<file path="config.mk">
export PLATFORM = sky130hd
export DESIGN_NAME = multi_channel_blink_code_sequencer_core_flat
export DESIGN_NICKNAME = d
export VERILOG_FILES = /design/src/sv/mcbcs_pkg.sv /design/src/sv/mcbcs_if.sv /design/src/sv/multi_channel_blink_code_sequencer_core.sv /design/src/flat_wrapper.sv
export SDC_FILE = /design/constraint.sdc
export NUM_CORES = 1
export LEC_CHECK = 0
export BUFFER_PORTS_ARGS = -buffer_cell sky130_fd_sc_hd__buf_2
export CORE_MARGIN = 4
export CORE_UTILIZATION = 60
export CTS_CLUSTER_SIZE = 28
export DETAILED_ROUTE_END_ITERATION = 8
export GPL_TIMING_DRIVEN = 0
export PLACE_DENSITY = 0.77
export SETUP_SLACK_MARGIN = 0.4
export SKIP_CTS_REPAIR_TIMING = 1
export SYNTH_ARGS = -nofsm -noshare
export SYNTH_HDL_FRONTEND = slang
export SYNTH_SLANG_ARGS = --single-unit
</file>
<file path="constraint.sdc">
create_clock -name clk -period 6.3 [get_ports clk]
set_input_delay 0.315 -clock clk [delete_from_list [all_inputs] [get_ports clk]]
set_output_delay 0.315 -clock clk [all_outputs]
set_load 0.01 [all_outputs]
</file>
<file path="src/sv/mcbcs_pkg.sv">
// Shared types and constants for the multi-channel blink code sequencer.
// No dependencies; compiled first.
`default_nettype none

package mcbcs_pkg;

  localparam int CHANNELS = 4;
  // only the low channels appear in the result masks
  localparam int MASK_W   = 4;
  localparam int MASK_CH  = (CHANNELS < MASK_W) ? CHANNELS : MASK_W;

  localparam int CNT_W    = 16;
  localparam int CHAN_W   = 2;
  localparam int REG_IDX_W = 2;

  localparam logic [CNT_W-1:0] CNT_MAX = {CNT_W{1'b1}};

  typedef enum logic [1:0] {
    PH_IDLE     = 2'd0,
    PH_LIGHT    = 2'd1,
    PH_INTERVAL = 2'd2,
    PH_WAIT     = 2'd3
  } phase_t;

  typedef enum logic [REG_IDX_W-1:0] {
    REG_LIGHT_TICKS    = 2'd0,
    REG_INTERVAL_TICKS = 2'd1,
    REG_WAIT_TICKS     = 2'd2
  } reg_idx_t;

  typedef enum logic {
    REQ_TICK  = 1'b0,
    REQ_BLINK = 1'b1
  } req_type_t;

  localparam logic [CNT_W-1:0] LIGHT_TICKS_RST    = 16'd10;
  localparam logic [CNT_W-1:0] INTERVAL_TICKS_RST = 16'd10;
  localparam logic [CNT_W-1:0] WAIT_TICKS_RST     = 16'd50;

endpackage

`default_nettype wire

</file>
<file path="src/sv/mcbcs_if.sv">
// Valid/ready channel interfaces for request beats and result beats.
// Depends on mcbcs_pkg.
`default_nettype none

interface mcbcs_req_if
  import mcbcs_pkg::*;
();
  logic              valid;
  logic              ready;
  logic              req_type;
  logic [CHAN_W-1:0] channel;
  logic [CNT_W-1:0]  blink_count;

  modport source (output valid, req_type, channel, blink_count, input ready);
  modport sink   (input valid, req_type, channel, blink_count, output ready);
endinterface

interface mcbcs_res_if
  import mcbcs_pkg::*;
();
  logic              valid;
  logic              ready;
  logic [MASK_W-1:0] lamp_mask;
  logic [MASK_W-1:0] busy_mask;

  modport source (output valid, lamp_mask, busy_mask, input ready);
  modport sink   (input valid, lamp_mask, busy_mask, output ready);
endinterface

`default_nettype wire

</file>
<file path="src/sv/multi_channel_blink_code_sequencer_core.sv">
// Blink code sequencer top level: per-channel phase machines and result register.
// Depends on mcbcs_pkg and the channel interfaces in mcbcs_if.sv.
//
//   port   dir  beat contents
//   req    in   req_type, channel, blink_count
//   res    out  lamp_mask, busy_mask
//   cfg    in   cfg_we, cfg_index, cfg_data (write only)
//
// Every accepted beat updates all channel machines in the same cycle and
// loads the result register; its masks appear on res the next cycle.
// One beat per cycle; the single result register sets that figure.
// req.ready drops only while a result is held and res.ready is low.
// rst (synchronous) returns every channel to idle with counts cleared and
// restores the default timing registers.
`default_nettype none

module multi_channel_blink_code_sequencer_core
  import mcbcs_pkg::*;
(
  input  wire logic                 clk,
  input  wire logic                 rst,
  input  wire logic                 cfg_we,
  input  wire logic [REG_IDX_W-1:0] cfg_index,
  input  wire logic [CNT_W-1:0]     cfg_data,
  mcbcs_req_if.sink                 req,
  mcbcs_res_if.source               res
);

  logic [CNT_W-1:0] light_ticks;
  logic [CNT_W-1:0] interval_ticks;
  logic [CNT_W-1:0] wait_ticks;

  phase_t           phase         [CHANNELS];
  logic [CNT_W-1:0] tick_count    [CHANNELS];
  logic [CNT_W-1:0] pending_count [CHANNELS];
  logic [CNT_W-1:0] target_count  [CHANNELS];
  logic [CNT_W-1:0] blinks_done   [CHANNELS];

  phase_t           phase_next         [CHANNELS];
  logic [CNT_W-1:0] tick_count_next    [CHANNELS];
  logic [CNT_W-1:0] pending_count_next [CHANNELS];
  logic [CNT_W-1:0] target_count_next  [CHANNELS];
  logic [CNT_W-1:0] blinks_done_next   [CHANNELS];

  logic              res_valid;
  logic [MASK_W-1:0] lamp_mask;
  logic [MASK_W-1:0] busy_mask;
  logic [MASK_W-1:0] lamp_mask_next;
  logic [MASK_W-1:0] busy_mask_next;
  logic              accept;

  assign req.ready     = !res_valid || res.ready;
  assign accept        = req.valid && req.ready;
  assign res.valid     = res_valid;
  assign res.lamp_mask = lamp_mask;
  assign res.busy_mask = busy_mask;

  // Timing registers
  always_ff @(posedge clk) begin
    if (rst) begin
      light_ticks    <= LIGHT_TICKS_RST;
      interval_ticks <= INTERVAL_TICKS_RST;
      wait_ticks     <= WAIT_TICKS_RST;
    end else if (cfg_we) begin
      case (reg_idx_t'(cfg_index))
        REG_LIGHT_TICKS:    light_ticks    <= cfg_data;
        REG_INTERVAL_TICKS: interval_ticks <= cfg_data;
        REG_WAIT_TICKS:     wait_ticks     <= cfg_data;
        default: ;
      endcase
    end
  end

  // Channel machines: all channels step side by side
  always_comb begin
    logic [CNT_W-1:0] tick_inc;
    for (int c = 0; c < CHANNELS; c++) begin
      phase_next[c]         = phase[c];
      tick_count_next[c]    = tick_count[c];
      pending_count_next[c] = pending_count[c];
      target_count_next[c]  = target_count[c];
      blinks_done_next[c]   = blinks_done[c];
      tick_inc = (tick_count[c] == CNT_MAX) ? tick_count[c] : tick_count[c] + 1'b1;

      if (req_type_t'(req.req_type) == REQ_BLINK) begin
        // out-of-range channels match no entry and are dropped
        if (c == int'(req.channel)) begin
          pending_count_next[c] = req.blink_count;
        end
      end else begin
        tick_count_next[c] = tick_inc;
        case (phase[c])
          PH_IDLE: begin
            if (pending_count[c] != '0) begin
              target_count_next[c]  = pending_count[c];
              pending_count_next[c] = '0;
              tick_count_next[c]    = '0;
              blinks_done_next[c]   = CNT_W'(1);
              phase_next[c]         = PH_LIGHT;
            end
          end
          PH_LIGHT: begin
            if (tick_inc >= light_ticks) begin
              tick_count_next[c] = '0;
              phase_next[c]      = PH_INTERVAL;
            end
          end
          PH_INTERVAL: begin
            if (tick_inc >= interval_ticks) begin
              tick_count_next[c] = '0;
              if (blinks_done[c] >= target_count[c]) begin
                target_count_next[c] = '0;
                phase_next[c]        = PH_WAIT;
              end else begin
                if (blinks_done[c] != CNT_MAX) begin
                  blinks_done_next[c] = blinks_done[c] + 1'b1;
                end
                phase_next[c] = PH_LIGHT;
              end
            end
          end
          PH_WAIT: begin
            if (tick_inc >= wait_ticks) begin
              tick_count_next[c] = '0;
              phase_next[c]      = PH_IDLE;
            end
          end
          default: ;
        endcase
      end
    end

    lamp_mask_next = '0;
    busy_mask_next = '0;
    for (int c = 0; c < MASK_CH; c++) begin
      lamp_mask_next[c] = (phase_next[c] == PH_LIGHT);
      busy_mask_next[c] = (phase_next[c] != PH_IDLE);
    end
  end

  always_ff @(posedge clk) begin
    if (rst) begin
      for (int c = 0; c < CHANNELS; c++) begin
        phase[c]         <= PH_IDLE;
        tick_count[c]    <= '0;
        pending_count[c] <= '0;
        target_count[c]  <= '0;
        blinks_done[c]   <= '0;
      end
    end else if (accept) begin
      for (int c = 0; c < CHANNELS; c++) begin
        phase[c]         <= phase_next[c];
        tick_count[c]    <= tick_count_next[c];
        pending_count[c] <= pending_count_next[c];
        target_count[c]  <= target_count_next[c];
        blinks_done[c]   <= blinks_done_next[c];
      end
    end
  end

  // Result register: load on accept, drop once taken
  always_ff @(posedge clk) begin
    if (rst) begin
      res_valid <= 1'b0;
    end else if (accept) begin
      res_valid <= 1'b1;
    end else if (res.ready) begin
      res_valid <= 1'b0;
    end
  end

  always_ff @(posedge clk) begin
    if (accept) begin
      lamp_mask <= lamp_mask_next;
      busy_mask <= busy_mask_next;
    end
  end

endmodule

`default_nettype wire
</file>
<file path="src/flat_wrapper.sv">
// flat-port wrapper written by rule: the top's interface ports become plain ports
module multi_channel_blink_code_sequencer_core_flat import mcbcs_pkg::*;
  (clk, rst, cfg_we, cfg_index, cfg_data, req_valid, req_req_type, req_channel, req_blink_count, req_ready, res_valid, res_lamp_mask, res_busy_mask, res_ready);
  mcbcs_req_if req_i ();
  mcbcs_res_if res_i ();
  input  wire logic clk;
  input  wire logic rst;
  input  wire logic cfg_we;
  input  wire logic [REG_IDX_W-1:0] cfg_index;
  input  wire logic [CNT_W-1:0] cfg_data;
  input wire logic [$bits(req_i.valid)-1:0] req_valid;
  input wire logic [$bits(req_i.req_type)-1:0] req_req_type;
  input wire logic [$bits(req_i.channel)-1:0] req_channel;
  input wire logic [$bits(req_i.blink_count)-1:0] req_blink_count;
  output wire logic [$bits(req_i.ready)-1:0] req_ready;
  output wire logic [$bits(res_i.valid)-1:0] res_valid;
  output wire logic [$bits(res_i.lamp_mask)-1:0] res_lamp_mask;
  output wire logic [$bits(res_i.busy_mask)-1:0] res_busy_mask;
  input wire logic [$bits(res_i.ready)-1:0] res_ready;
  assign req_i.valid = req_valid;
  assign req_i.req_type = req_req_type;
  assign req_i.channel = req_channel;
  assign req_i.blink_count = req_blink_count;
  assign req_ready = req_i.ready;
  assign res_valid = res_i.valid;
  assign res_lamp_mask = res_i.lamp_mask;
  assign res_busy_mask = res_i.busy_mask;
  assign res_i.ready = res_ready;
  multi_channel_blink_code_sequencer_core u_core (.clk(clk), .rst(rst), .cfg_we(cfg_we), .cfg_index(cfg_index), .cfg_data(cfg_data), .req(req_i), .res(res_i));
endmodule
</file>
# Yosys cells after proc, flatten, opt, wreduce, memory -nomap -nowiden
# Memory sizes are Yosys's and may differ from the RTL's.
# Index checks and enable logic that the tools add are counted.
# classes
n_reduce_logical	21
n_eq_ne	29
n_lt_le_gt_ge	16
bitwise	20
mux	143
add_sub_neg	8
# ops
op	n
$mux W16	92
$ge A16 B16 Y1	16
$pmux W16 S2	8
$pmux W16 S4	4
$add A16 B1 Y16 const B	8
$eq A16 B16 Y1 const B	4
$ne A16 B16 Y1 const B	4
$reduce_bool A16 Y1	4
$mux W2	28
$pmux W2 S4	4
$or A1 B1 Y1	20
$eq A2 B1 Y1 const B	9
$eq A2 B2 Y1 const B	9
$logic_not A2 Y1	6
$reduce_bool A2 Y1	5
$mux W1	7
$reduce_and A2 Y1	3
$eq A2 B2 Y1 const A	2
$eq A1 B2 Y1 const A	1
$logic_and A1 B1 Y1	1
$logic_not A1 Y1	1
$logic_or A1 B1 Y1	1
# totals
inputBits	42
ff_bits	57
mem_count	5
ramBits	264
output_inout_bits	10
# memory_table
name	words	word_bits	read_ports	rd_ports_with_merged_regs	wr	line	source
u_core.blinks_done	4	16	4	0	4	multi_channel_blink_code_sequencer_core.sv:37	logic [CNT_W-1:0] blinks_done [CHANNELS];
u_core.pending_count	4	16	4	0	4	multi_channel_blink_code_sequencer_core.sv:35	logic [CNT_W-1:0] pending_count [CHANNELS];
u_core.target_count	4	16	4	0	4	multi_channel_blink_code_sequencer_core.sv:36	logic [CNT_W-1:0] target_count [CHANNELS];
u_core.tick_count	4	16	4	0	4	multi_channel_blink_code_sequencer_core.sv:34	logic [CNT_W-1:0] tick_count [CHANNELS];
u_core.phase	4	2	4	0	4	multi_channel_blink_code_sequencer_core.sv:33	phase_t phase [CHANNELS];

# Depth between registers and ports, before layout
# logic_depth
depth_word	7
depth_mapped	16
depth_no_buf	15

# Least setup slack after synthesis
# Ideal clock, no wire load.
# synth_timing
kind	reg-to-reg
startpoint	memory u_core.tick_count[0][0]
endpoint	memory u_core.target_count[0][0] (enable)
setup_slack_ps	1831
arrival_ps	4070
path_stages_with_launch	16
t_required_ps	5901
n_path_buf	1
synth_period_minus_slack_ps	4469
setup_ps	399
path_cell_list	edfxtp_1 ha_1 and3_1 nand4_1 or3_1 clkbuf_1 nand4_1 xnor2_1 ha_1 o21ai_0 a2111oi_0 o21ai_0 o211a_1 o31ai_1 nand2_1 a31oi_1
# synth_lines
element	line
start, declared	multi_channel_blink_code_sequencer_core.sv:34
end, declared	multi_channel_blink_code_sequencer_core.sv:36

==> flow_summary.yaml <==
global_route:
  antenna_found_initial: 0
  grt_max_degree: 69
  overflow: 0
  grt_pass1_vias: 15300
  track_usage_pct: 28.7
  grt_pass1_wl_microns: 82000
worst_setup_path:
  worstSetupEndpointType: "register"
  path_max_fanout: 16
  required_ns: 6.44
  crit_arrival_ns: 5.55
  critical_path_class: "reg -> reg"
  worstSetupStartpointType: "register"
timing:
  worst_clock_skew_ns: 0.0269
  worst_pin_slew_ns: 1.27
  rsz0062_at_grt: "false"
  finalHoldViolations: 0
  finalSetupTns_ns: 0
  period_needed_ns: 5.41
  worst_slack_ns: 0.890
  slew_headroom_pct: 14.8
  min_period_over_period_pct: 85.9
  fmax_mhz: 185
  drv_slew: 0
  finalSetupViolCount: 0
clock_tree:
  cts_root_buffer: "clkbuf_16"
  cts_buffers: 36
  cts.path.max_buffers: 3
  htreeDepth: 2
  cts_sinks: 321
  cts_tree: "built"
  clk_pin_slew_ns: 0.07
  clk_latency_ns: 0.55
floorplanning:
  io_pins: 52
  die_area_sq_um: 36500
  start_util_pct: 61.3
  fp.dieH_microns: 191
  row_count: 66
  fp.coreArea_sq_um: 32800
  die_w_microns: 191
cells_and_area:
  areaGrowthSynthToFinish_pct: 9.84
  diodes: 0
  fin_nets: 2354
  final_util_pct: 67.3
  nFillCells: 2542
  drive_above_1_share_pct: 6.31
detailed_routing:
  firstDrtPassIters: 5
  wire_per_inst_microns: 20.8
  antenna_left: 0
  vias_per_cell: 6.18
  first_iter_violations: 1463
  vias: 15600
  wl_microns: 52400
  route.detailed.drc: 0
logic_synthesis:
  synthTopCellsByArea: "edfxtp_1 (41%), ha_1 (16%), dfxtp_1 (4.9%), and3_1 (3.6%), nand2_1 (3.5%)"
  yosysTopAreaCell: "edfxtp_1"
  synth_edf_count: 272
  yosysMostFrequentCell: "edfxtp_1"
  synthCells: 1960
  synth_seq_cells: 321
  synthDominantCellAreaShare_pct: 40.7
  synth.avg_cell_area_sq_um: 10.2
  ys_seq_area_share_pct: 45.6
  yosysWarnings: 0
  synth_nets: 2266
  synthFlopType: "edfxtp_1"
  synthArstFlopShare_pct: 0
  synth_common_cells: "edfxtp_1 (272), ha_1 (264), nand2_1 (186)"
  synthDistinctLibCells: 72
  synthesis.area_sq_um: 20100
placement:
  dpl_worst_slack_ns: 1.03
  hpwl_microns: 38900
  gp_congestion: 0.951
  numPortBuffers: 50
power_and_ir_drop:
  powerDensity_nw_per_um2: 250
  ir_drop_v: 0.000224
  p_leak_nw: 9.06
  power.total_w: 0.00550
flow_run:
  drv_cap: 0
min_path:
  hold_path.class: "in -> reg"
status:
  status: "finished clean"
-- cell families (layout without fill, tap and decap cells) --
kind of cell	count (synthesis)	in the layout	synth area share [%]
buffers and inverters	184	299	3.48
adder cells (fa/ha/maj)	264	264	16.4
XOR/XNOR	97	97	4.23
AND/OR/NAND/NOR	744	744	18.7
multiplexers	9	9	0.474
AO/OA/AOI/OAI	341	341	11.1
flip-flops	321	321	45.6
-- worst max-delay path, cell delays in order (launching register included) --
cell	delay [ns]
edfxtp_1	0.49
ha_1	0.22
and3_1	0.28
nand4_1	0.24
nor3_1	0.58
nor3_1	0.16
xor2_1	0.42
ha_1	0.25
o21ai_0	0.10
a2111oi_0	0.34
o21ai_0	0.20
o211a_1	0.27
o31ai_1	0.23
nand2_1	0.17
nor2_1	1.04
-- flip-flops by register name, indices dropped and copies added (netlist names) --
register and cells:
u_core.interval_ticks 16, u_core.blinks_done 64, u_core.res.valid 1, u_core.tick_count 64, u_core.wait_ticks 16, u_core.pending_count 64, u_core.res.busy_mask 4, u_core.target_count 64
u_core.res.lamp_mask 4, u_core.light_ticks 16, u_core.phase 8
-- layout by cell type, fill, tap and decap left out, types with 22 or more instances in the layout --
master,n
o21ai_0,52
nor2_1,156
and3_1,116
buf_2,53
xnor2_1,51
dfxtp_1,49
nand4_1,44
nand2_1,186
ha_1,264
a21o_1,28
edfxtp_1,272
clkbuf_16,36
xor2_1,46
clkbuf_1,51
nor3_1,23
nand3_1,70
a21oi_1,118
inv_1,131
nor2b_1,40
and2_1,22
-- power breakdown --
group | internal [W] | total [W] | leakage, nW | switching (W)
clock | 0.00116 | 0.00204 | 0.552 | 0.000877
sequential | 0.00248 | 0.00260 | 3.25 | 0.000118
combinational | 0.000324 | 0.000861 | 5.25 | 0.000537
total | 0.00397 | 0.00550 | 9.06 | 0.00153
-- final timing paths --
| path | slack, ns | depth (start not counted) | start | end |
|---|---|---|---|---|
| setup / recovery | 0.89 | 14 | u_core.tick_count[0][0]$_SDFFCE_PN0P_ | u_core.blinks_done[0][14]$_SDFFCE_PN0P_ |
| hold / removal | 0.01 | 2 | cfg_data[1] | u_core.interval_ticks[1]$_SDFFE_PP1P_ |
| setup reg to reg | 0.89 | 14 | u_core.tick_count[0][0]$_SDFFCE_PN0P_ | u_core.blinks_done[0][14]$_SDFFCE_PN0P_ |
| hold reg to reg | 0.46 | 2 | u_core.interval_ticks[13]$_SDFFE_PP0P_ | u_core.interval_ticks[13]$_SDFFE_PP0P_ |
-- layer usage --
| metal | up-vias | GRT usage, % | part of all wire [%] | wire [microns] |
|---|---|---|---|---|
| met2 | 622 | 49.0 | 47 | 24800 |
| met5 | - | 0 | 0 | 0 |
| met1 | 7403 | 36.5 | 40 | 21200 |
| met3 | 140 | 4.60 | 7.4 | 3900 |
| li1 | 7402 | - | - | - |
| met4 | 0 | 11.9 | 4.7 | 2460 |
-- final cells by class --
class                           instances  area [sq um]  share of cell area (%)
Sequential cell                       321          9150                    41.5
Inverter                              131           492                    2.23
Clock buffer                           43           947                    4.29
Timing Repair Buffer                   50           250                    1.13
Buffer                                 53           206                   0.936
Tap cell                              442           553                    2.51
Multi-Input combinational cell       1455         10300                    46.6
Clock inverter                         22           184                   0.834
-- stage by stage --
step | cell area, sq um | hold WS, ns | instances
floorplan | 20100 | 0.433 | 1960
global placement | 20900 | 0.443 | 2452
detailed placement | 20900 | 0.448 | 2452
CTS | 22000 | -0.00467 | 2517
global route | 22100 | 0.0104 | 2517
finish | 22100 | 0.0137 | 2517
Note: power is estimated with default switching activity, not from simulation.
